==> src/design/ac3rtp_pkg.sv <==
// Shared types and constants for the AC-3 RTP fragmenter.
package ac3rtp_pkg;

    // Field widths
    localparam int LEN_W   = 13;
    localparam int TS_W    = 32;
    localparam int MTU_W   = 14;
    localparam int ROOM_W  = 14;
    localparam int CNT_W   = 7;
    localparam int TYPE_W  = 2;

    // Stream data widths (packed fields, padded to whole bytes)
    localparam int S_DATA_W = 48;
    localparam int M_DATA_W = 72;

    // MTU limits and header size
    localparam logic [MTU_W-1:0] MTU_RESET = 14'd1436;
    localparam logic [MTU_W-1:0] MTU_MIN   = 14'd130;
    localparam logic [MTU_W-1:0] MTU_MAX   = 14'd9216;
    localparam logic [MTU_W-1:0] HDR_BYTES = 14'd2;
    localparam int               LEN_MAX   = 8191;

    // RFC 4184 frame type codes
    localparam logic [TYPE_W-1:0] FT_WHOLE = 2'd0;
    localparam logic [TYPE_W-1:0] FT_FIRST_MAJOR = 2'd1;
    localparam logic [TYPE_W-1:0] FT_FIRST_MINOR = 2'd2;
    localparam logic [TYPE_W-1:0] FT_CONT = 2'd3;

    // Sequencer states
    typedef enum logic [1:0] {
        ST_IDLE,
        ST_COUNT,
        ST_CLASSIFY,
        ST_EMIT
    } state_t;

    // Sequencer control strobes
    typedef struct packed {
        logic load_item;
        logic count_step;
        logic classify;
        logic emit_step;
    } ctl_t;

endpackage

==> src/design/ac3_rtp_fragmenter.sv <==
// Top level of the AC-3 RTP fragmenter: frame descriptor in, packet descriptors out.
//
//  Channel   Direction  Signals                        Contents
//  s_axis    in         s_tvalid/s_tready/s_tdata      frame_length, frame_timestamp
//  m_axis    out        m_tvalid/m_tready/m_tdata      type, count, offset, length, timestamp
//                       m_tlast                        last packet of the frame (RTP marker)
//  cfg       in         cfg_valid/cfg_ready/cfg_data   mtu_limit
//
// A frame passes through an accept step, a count loop, a classify step and an emit loop
// that issues its C packets, where C is the packet count (1..64); the count loop and the emit loop share one
// subtract-and-compare unit against the payload room. The output register lets the
// next frame be accepted and counted while the last packet still waits.
// Reset clears the sequencer, the output valid and sets the MTU limit to 1436.
// A stall on m_tready holds the emit loop; configuration is always accepted.
module ac3_rtp_fragmenter #(
    parameter int MAX_FRAGMENTS = 64
) (
    input  logic                              clk,
    input  logic                              rst_n,
    // s_tdata: [12:0] frame_length, [44:13] frame_timestamp, [47:45] zero
    input  logic                              s_tvalid,
    output logic                              s_tready,
    input  logic [ac3rtp_pkg::S_DATA_W-1:0]   s_tdata,
    // m_tdata: [1:0] frame_type, [8:2] fragment_count, [21:9] payload_offset,
    //          [34:22] payload_length, [66:35] packet_timestamp, [71:67] zero
    output logic                              m_tvalid,
    input  logic                              m_tready,
    output logic [ac3rtp_pkg::M_DATA_W-1:0]   m_tdata,
    output logic                              m_tlast,
    input  logic                              cfg_valid,
    output logic                              cfg_ready,
    input  logic [ac3rtp_pkg::MTU_W-1:0]      cfg_data
);

    localparam int LEN_W  = ac3rtp_pkg::LEN_W;
    localparam int TS_W   = ac3rtp_pkg::TS_W;
    localparam int ROOM_W = ac3rtp_pkg::ROOM_W;
    localparam int CNT_W  = ac3rtp_pkg::CNT_W;
    localparam int TYPE_W = ac3rtp_pkg::TYPE_W;
    localparam int MIN_ROOM_I = (ac3rtp_pkg::LEN_MAX + MAX_FRAGMENTS - 1) / MAX_FRAGMENTS;
    localparam logic [ROOM_W-1:0] MIN_ROOM = ROOM_W'(MIN_ROOM_I);
    localparam int PAD_W = ac3rtp_pkg::M_DATA_W - (TYPE_W + CNT_W + 2 * LEN_W + TS_W);

    ac3rtp_pkg::state_t state_reg, state_next;
    ac3rtp_pkg::ctl_t   ctl;

    logic [ac3rtp_pkg::MTU_W-1:0] mtu_reg;
    logic [ROOM_W-1:0]            room_reg;
    logic [LEN_W-1:0]             len_reg;
    logic [TS_W-1:0]              ts_reg;
    logic [LEN_W-1:0]             rem_reg;
    logic [LEN_W-1:0]             offset_reg;
    logic [CNT_W-1:0]             cnt_reg;
    logic [TYPE_W-1:0]            ftype_reg;
    logic                         first_reg;

    logic                         out_valid_reg;
    logic [TYPE_W-1:0]            out_type_reg;
    logic [CNT_W-1:0]             out_cnt_reg;
    logic [LEN_W-1:0]             out_off_reg;
    logic [LEN_W-1:0]             out_len_reg;
    logic [TS_W-1:0]              out_ts_reg;
    logic                         out_last_reg;

    logic [ac3rtp_pkg::MTU_W-1:0] mtu_clamp;
    logic [ROOM_W-1:0]            room_raw;
    logic [ROOM_W-1:0]            room_calc;
    logic                         rem_gt;
    logic [LEN_W-1:0]             rem_diff;
    logic [LEN_W-1:0]             chunk;
    logic [16:0]                  five_len;
    logic [16:0]                  eight_room;
    logic                         out_free;
    logic                         s_fire;

    // Clamp the MTU and derive the payload room
    always_comb
    begin
        if (mtu_reg < ac3rtp_pkg::MTU_MIN)
            mtu_clamp = ac3rtp_pkg::MTU_MIN;
        else if (mtu_reg > ac3rtp_pkg::MTU_MAX)
            mtu_clamp = ac3rtp_pkg::MTU_MAX;
        else
            mtu_clamp = mtu_reg;
        room_raw  = mtu_clamp - ac3rtp_pkg::HDR_BYTES;
        room_calc = (room_raw < MIN_ROOM) ? MIN_ROOM : room_raw;
    end

    // Shared unit: compare and subtract the remainder against the room
    assign rem_gt   = {1'b0, rem_reg} > room_reg;
    assign rem_diff = LEN_W'({1'b0, rem_reg} - room_reg);
    assign chunk    = rem_gt ? LEN_W'(room_reg) : rem_reg;

    // Five eighths test terms
    assign five_len   = {2'b00, len_reg, 2'b00} + {4'b0000, len_reg};
    assign eight_room = {room_reg, 3'b000};

    assign out_free  = !out_valid_reg || m_tready;
    assign s_tready  = (state_reg == ac3rtp_pkg::ST_IDLE);
    assign s_fire    = s_tvalid && s_tready;
    assign cfg_ready = 1'b1;

    // Next state
    always_comb
    begin
        state_next = state_reg;
        case (state_reg)
            ac3rtp_pkg::ST_IDLE:
            begin
                if (s_fire)
                    state_next = ac3rtp_pkg::ST_COUNT;
            end
            ac3rtp_pkg::ST_COUNT:
            begin
                if (!rem_gt)
                    state_next = ac3rtp_pkg::ST_CLASSIFY;
            end
            ac3rtp_pkg::ST_CLASSIFY:
            begin
                state_next = ac3rtp_pkg::ST_EMIT;
            end
            ac3rtp_pkg::ST_EMIT:
            begin
                if (out_free && !rem_gt)
                    state_next = ac3rtp_pkg::ST_IDLE;
            end
            default:
            begin
                state_next = ac3rtp_pkg::ST_IDLE;
            end
        endcase
    end

    // Control strobes
    always_comb
    begin
        ctl = '0;
        case (state_reg)
            ac3rtp_pkg::ST_IDLE:     ctl.load_item  = s_fire;
            ac3rtp_pkg::ST_COUNT:    ctl.count_step = rem_gt;
            ac3rtp_pkg::ST_CLASSIFY: ctl.classify   = 1'b1;
            ac3rtp_pkg::ST_EMIT:     ctl.emit_step  = out_free;
            default:                 ctl = '0;
        endcase
    end

    // Sequencer and configuration state
    always_ff @(posedge clk or negedge rst_n)
    begin
        if (!rst_n)
        begin
            state_reg     <= ac3rtp_pkg::ST_IDLE;
            mtu_reg       <= ac3rtp_pkg::MTU_RESET;
            out_valid_reg <= 1'b0;
        end
        else
        begin
            state_reg <= state_next;
            if (cfg_valid && cfg_ready)
                mtu_reg <= cfg_data;
            if (ctl.emit_step)
                out_valid_reg <= 1'b1;
            else if (m_tready)
                out_valid_reg <= 1'b0;
        end
    end

    // Datapath: latch, count, classify, emit
    always_ff @(posedge clk)
    begin
        if (ctl.load_item)
        begin
            len_reg  <= s_tdata[LEN_W-1:0];
            rem_reg  <= s_tdata[LEN_W-1:0];
            ts_reg   <= s_tdata[LEN_W+TS_W-1:LEN_W];
            room_reg <= room_calc;
            cnt_reg  <= CNT_W'(1);
        end
        if (ctl.count_step)
        begin
            rem_reg <= rem_diff;
            cnt_reg <= cnt_reg + CNT_W'(1);
        end
        if (ctl.classify)
        begin
            rem_reg    <= len_reg;
            offset_reg <= '0;
            first_reg  <= 1'b1;
            if (cnt_reg == CNT_W'(1))
                ftype_reg <= ac3rtp_pkg::FT_WHOLE;
            else if (five_len <= eight_room)
                ftype_reg <= ac3rtp_pkg::FT_FIRST_MAJOR;
            else
                ftype_reg <= ac3rtp_pkg::FT_FIRST_MINOR;
        end
        if (ctl.emit_step)
        begin
            out_type_reg <= first_reg ? ftype_reg : ac3rtp_pkg::FT_CONT;
            out_cnt_reg  <= cnt_reg;
            out_off_reg  <= offset_reg;
            out_len_reg  <= chunk;
            out_ts_reg   <= ts_reg;
            out_last_reg <= !rem_gt;
            rem_reg      <= rem_gt ? rem_diff : '0;
            offset_reg   <= offset_reg + chunk;
            first_reg    <= 1'b0;
        end
    end

    assign m_tvalid = out_valid_reg;
    assign m_tlast  = out_last_reg;
    assign m_tdata  = {{PAD_W{1'b0}}, out_ts_reg, out_len_reg, out_off_reg,
                       out_cnt_reg, out_type_reg};

endmodule

==> config.mk <==
export PLATFORM = sky130hd
export DESIGN_NAME = ac3_rtp_fragmenter
export DESIGN_NICKNAME = d
export VERILOG_FILES = /design/src/design/ac3rtp_pkg.sv /design/src/design/ac3_rtp_fragmenter.sv
export SDC_FILE = /design/constraint.sdc
export NUM_CORES = 1
export LEC_CHECK = 0
export BUFFER_PORTS_ARGS = -buffer_cell sky130_fd_sc_hd__buf_2
export CAP_MARGIN = 20
export CELL_PAD_IN_SITES_DETAIL_PLACEMENT = 2
export CELL_PAD_IN_SITES_GLOBAL_PLACEMENT = 2
export CORE_ASPECT_RATIO = 0.75
export CORE_MARGIN = 4
export CORE_UTILIZATION = 38
export DETAILED_ROUTE_END_ITERATION = 10
export GPL_TIMING_DRIVEN = 0
export PLACE_DENSITY = 0.84
export SLEW_MARGIN = 0
export SYNTH_ARGS = -nofsm -noshare
export SYNTH_HDL_FRONTEND = slang
export SYNTH_SLANG_ARGS = --single-unit
==> constraint.sdc <==
create_clock -name clk -period 5.35 [get_ports clk]
set_input_delay 0 -clock clk [delete_from_list [all_inputs] [get_ports clk]]
set_output_delay 0 -clock clk [all_outputs]
set_load 0.1 [all_outputs]
# Word level (Yosys, flattened, before mapping)

Index checks and enable logic that the tools add are counted.

Register bits: 180
Output and inout port bits: 76

Add/subtract/negate cells: 5
Magnitude comparators: 5
Eq/ne operators: 7
Mux-type cells: 23
Reductions and logical operators: 11

Operator list:

| cell                  | count |
|---|---|
| $mux 13               | 8 |
| $lt 14x8->1 const B   | 2 |
| $mux 14               | 2 |
| $le 16x17->1          | 1 |
| $add 15x13->16        | 1 |
| $gt 13x14->1          | 1 |
| $gt 14x14->1 const B  | 1 |
| $mux 7                | 2 |
| $sub 14x2->14 const B | 1 |
| $add 13x13->13        | 1 |
| $sub 13x13->13        | 1 |
| $mux 2                | 4 |
| $pmux 2 s4            | 1 |
| $add 7x1->7 const B   | 1 |
| $eq 7x1->1 const B    | 1 |
| $mux 1                | 6 |
| $reduce_bool 2->1     | 3 |
| $eq 2x2->1 const B    | 2 |
| $ne 2x2->1 const B    | 2 |
| $reduce_bool 4->1     | 1 |
| $reduce_and 3->1      | 1 |
| $eq 2x1->1 const B    | 1 |
| $logic_and 1x1->1     | 2 |
| $logic_not 1->1       | 2 |
| other kinds (3)       | 3 |

# Logic depth before layout (Yosys ltp)

Depth after elaboration: 7
Gate-level depth with buffers: 20
Depth with buffers taken out: 19

# Worst setup path after synthesis

OpenSTA, ideal clock, no wires.

Kind: register -> register
Start point: reg rem_reg[0]
End point: reg offset_reg[11] (data pin)
Library setup time: 0.266 ns
Arrival time: 4.305 ns
Data required time: 5.084 ns
Slack: 0.779 ns
Stages on the path, launching flop included: 20
Path buffers: 2
Period minus slack after synthesis: 4.571 ns
Cell sequence: edfxtp_1 -> inv_1 -> ha_1 -> inv_1 -> fa_1 -> a211oi_1 -> o21ai_0 -> a211oi_1 -> o31a_1 -> clkbuf_1 -> clkbuf_1 -> nand2_1 -> o21ai_0 -> ha_1 -> a21o_1 -> a2111oi_0 -> o311ai_0 -> o311ai_0 -> xor2_1 -> nor2_1

Cells in the longest elaborated chain, start to end: 4

RTL lines:

| what                   | line                      | source |
|---|---|---|
| start, declared        | ac3_rtp_fragmenter.sv:51  | `logic [LEN_W-1:0] rem_reg;` |
| start signal, assigned | ac3_rtp_fragmenter.sv:174 | `rem_reg <= s_tdata[LEN_W-1:0];` |
| start signal, assigned | ac3_rtp_fragmenter.sv:181 | `rem_reg <= rem_diff;` |
| start signal, assigned | ac3_rtp_fragmenter.sv:186 | `rem_reg <= len_reg;` |
| $gt 13x14->1           | ac3_rtp_fragmenter.sv:90  | `assign rem_gt = {1'b0, rem_reg} > room_reg;` |
| $mux 13                | ac3_rtp_fragmenter.sv:92  | `assign chunk = rem_gt ? LEN_W'(room_reg) : rem_reg;` |
| net chunk[2]           | ac3_rtp_fragmenter.sv:70  | `logic [LEN_W-1:0] chunk;` |
| $add 13x13->13         | ac3_rtp_fragmenter.sv:205 | `offset_reg <= offset_reg + chunk;` |
| $mux 13                | ac3_rtp_fragmenter.sv:196 | `if (ctl.emit_step)` |
| end signal, assigned   | ac3_rtp_fragmenter.sv:205 |  |
| end, declared          | ac3_rtp_fragmenter.sv:52  | `logic [LEN_W-1:0] offset_reg;` |

The timed path passes the listed nets, and every way through them passes these cells.
A chain may end at the register's enable or synchronous reset.

# Final worst setup path

Start point: reg room_reg[9]
End point: reg offset_reg[11] (data pin)

Cells in the longest elaborated chain, start to end: 4

RTL lines:

| what                   | line                      | source |
|---|---|---|
| start, declared        | ac3_rtp_fragmenter.sv:48  | `logic [ROOM_W-1:0] room_reg;` |
| start signal, assigned | ac3_rtp_fragmenter.sv:176 | `room_reg <= room_calc;` |
| $gt 13x14->1           | ac3_rtp_fragmenter.sv:90  |  |
| $mux 13                | ac3_rtp_fragmenter.sv:92  |  |
| net chunk[2]           | ac3_rtp_fragmenter.sv:70  |  |
| $add 13x13->13         | ac3_rtp_fragmenter.sv:205 |  |
| $mux 13                | ac3_rtp_fragmenter.sv:196 |  |

The timed path passes the listed nets, and every way through them passes these cells.

==> flow_summary.json <==
{
  "status": "finished, final reports clean",
  "firstDrtPassIters": 5,
  "cts_sinks": 180,
  "drive_gt1_frac": 0.236,
  "synthCells": 697,
  "rrSetupSlack_ns": 0.06,
  "ant_nets": 0,
  "die_h_um": 140,
  "viasPerCell": 5.86,
  "drt_iter0_drc": 651,
  "hold_end": "mtu_reg[5]$_DFFE_PN0P_",
  "crit_type": "reg2reg",
  "fin_crit_ns": 5.29,
  "hpwl_um": 23200,
  "grt_pass1_vias": 7913,
  "synth_edf_count": 162,
  "hold_depth": 2,
  "placed_area_um2": 9940,
  "synthToLayoutAreaGrowth_pct": 26.3,
  "fin_area_um2": 11200,
  "tns_ns": 0,
  "fill_cells": 2271,
  "vdd_ir_drop_max_mv": 0.313,
  "max_freq_mhz": 189,
  "cp-start-kind": "flop",
  "io_buffers": 132,
  "wl_per_cell_um": 28.5,
  "cts_buffers": 17,
  "worstSkewPairLatency_ns": 0.46,
  "grt_max_degree": 71,
  "avgSynthCellArea_um2": 12.7,
  "antenna_found_initial": 0,
  "maxSlewViolCount": 0,
  "hold_path.class": "in2reg",
  "synthArstFlopShare": 0.0944,
  "fp.dieArea_um2": 25900,
  "start_util": 0.385,
  "finalCritPeriodShare": 0.988,
  "gr-total-overflow": 0,
  "leakage_nw": 4.44,
  "ys_top_cells_by_area": "edfxtp_1 (55%), ha_1 (7.9%), dfrtp_1 (3.1%)",
  "die_x_um": 184,
  "slew_headroom": 0.262,
  "clk_pin_slew_ns": 0.08,
  "timing.hold.ws_ns": 0.0151,
  "maxCapViolations": 0,
  "io_pins": 143,
  "cts_tree": "yes",
  "ys_ff_latch": 180,
  "end_kind": "flop",
  "totalPowerFinal_mw": 8.24,
  "final_cell_mix": "edfxtp_1 (162), buf_2 (133), nor2_1 (61), dlygate4sd3_1 (61), ha_1 (54)",
  "cts.path.max_buffers": 2,
  "worst-r2r-cell-count": 16,
  "cp_data_required_time_ns": 5.52,
  "netlist.area_leader.share": 0.549,
  "syn_area_um2": 8870,
  "yosysWarnings": 0,
  "final-setup-viol-count": 0,
  "grt_pass1_wl_um": 51500,
  "finClkSkew_ns": 0.0159,
  "dpl.cell_count": 1134,
  "cts-root-buf": "clkbuf_16",
  "nNetsFinal": 1039,
  "rsz0062_at_grt": "no",
  "r2r_start": "room_reg[9]$_SDFFCE_PN0P_",
  "core_um2": 23000,
  "vias": 7183,
  "yosysUniqueCellTypes": 70,
  "totalWireLength_um": 34900,
  "hold_viol_final": 0,
  "instances_no_fill": 1225,
  "num_rows": 48,
  "drc": 0,
  "tightest_slew_ns": 1.10,
  "powerDensity_nw_per_um2": 736,
  "worstPathArrival_ns": 5.46,
  "htree_levels": 4,
  "reg2reg_to": "offset_reg[11]$_SDFFCE_PN0P_",
  "yosysSeqAreaShare": 0.600,
  "path_max_fanout": 10,
  "worstHoldStart": "cfg_valid",
  "antenna_cells": 0,
  "grtUsageTotal": 0.271,
  "synth_flop_cell": "edfxtp_1",
  "gp_congestion": 0.861,
  "layout_commonest_cell": "edfxtp_1",
  "post-synth-top-area-cell": "edfxtp_1"
}
worst max-delay path by stage:
stage                                          from                      endpoint  slack, ns  depth (start not counted)
after floorplan                rem_reg[0]$_DFFE_PP_  offset_reg[11]$_SDFFCE_PN0P_       0.78                         19
after global placement    room_reg[0]$_SDFFCE_PN0P_  offset_reg[11]$_SDFFCE_PN0P_      -0.50                         18
after detailed placement  room_reg[0]$_SDFFCE_PN0P_  offset_reg[11]$_SDFFCE_PN0P_      -1.09                         17
after CTS                 room_reg[8]$_SDFFCE_PN0P_  offset_reg[11]$_SDFFCE_PN0P_    0.00009                         16
after global routing      room_reg[3]$_SDFFCE_PN0P_  offset_reg[12]$_SDFFCE_PN0P_       0.03                         17
final                     room_reg[9]$_SDFFCE_PN0P_  offset_reg[11]$_SDFFCE_PN0P_       0.06                         16
timing repair:
action,4_1_cts,5_1_grt
setup buffers,0,0
endpoints found under the hold margin,86,0
setup endpoints to repair,7,4
gates resized for setup,11,13
pin swaps,0,1
hold buffers,61,0
worst max-delay path, cell delays in order (launching register included):
cell and delay [ns]:
edfxtp_1 0.42, inv_1 0.14, ha_1 0.46, nand4_1 0.22
or4_1 0.65, nand3b_1 0.26, o31a_4 0.29, clkbuf_4 0.27
nand2_1 0.08, o21ai_1 0.20, ha_1 0.34, a21o_1 0.26
a2111oi_4 0.51, o311ai_2 0.24, o311ai_2 0.36, xor2_1 0.20
nor2_1 0.09
per-stage QoR:
stage,setup WS (ns),util
floorplan,0.779,-
global placement,-0.498,0.431
detailed placement,-1.09,0.432
CTS,0.0000902,0.485
global route,0.0253,0.487
finish,0.0650,0.487
where the power goes:
part	internal, mW	switching (mW)	leakage [nW]	total, mW
logic	1.13	3.36	2.44	4.49
clock network	0.625	0.673	0.283	1.30
registers	2.17	0.282	1.72	2.46
Yosys cell counts, types with 7 or more instances:
| cell | n |
|---|---|
| o21a_1 | 9 |
| nand2b_1 | 7 |
| o21ai_0 | 43 |
| nand2_1 | 39 |
| mux2_2 | 15 |
| dfrtp_1 | 11 |
| nor3_1 | 11 |
| mux2i_1 | 9 |
| ha_1 | 56 |
| clkbuf_1 | 17 |
| a21oi_1 | 22 |
| edfxtp_1 | 162 |
| xnor2_1 | 28 |
| a22oi_1 | 10 |
| a21o_1 | 9 |
| nand4_1 | 7 |
| nand3_1 | 12 |
| nor2_1 | 61 |
| nor2b_1 | 15 |
| inv_1 | 34 |
| xor2_1 | 11 |
cells by family after synthesis:
logic type / after synthesis / share of synthesized area
buffers and inverters: 59 / 0.0277
and+or+nand+nor: 190 / 0.109
xor gates and xnor gates: 39 / 0.0385
AOI/OAI and AO/OA: 144 / 0.109
DFF: 180 / 0.600
muxes: 24 / 0.0292
adders and majority gates: 59 / 0.0858
other: 2 / 0.000847
per-layer routing:
metal,global-route usage,share of wire
met1,0.316,0.38
met2,0.483,0.52
met3,0.0483,0.060
met4,0.126,0.046
met5,0,0
area by class of cell:
type / instances / area (um2) / area share
flip-flops and latches: 180 / 5320 / 0.475
multi-input cells: 462 / 3370 / 0.301
repair buffers: 194 / 1290 / 0.115
clock buffers: 17 / 425 / 0.0380
well taps: 300 / 375 / 0.0335
clock inverters: 14 / 161 / 0.0144
inverters: 35 / 134 / 0.0120
plain buffers: 23 / 115 / 0.0103
No activity file was read; power rests on OpenSTA's default activity.
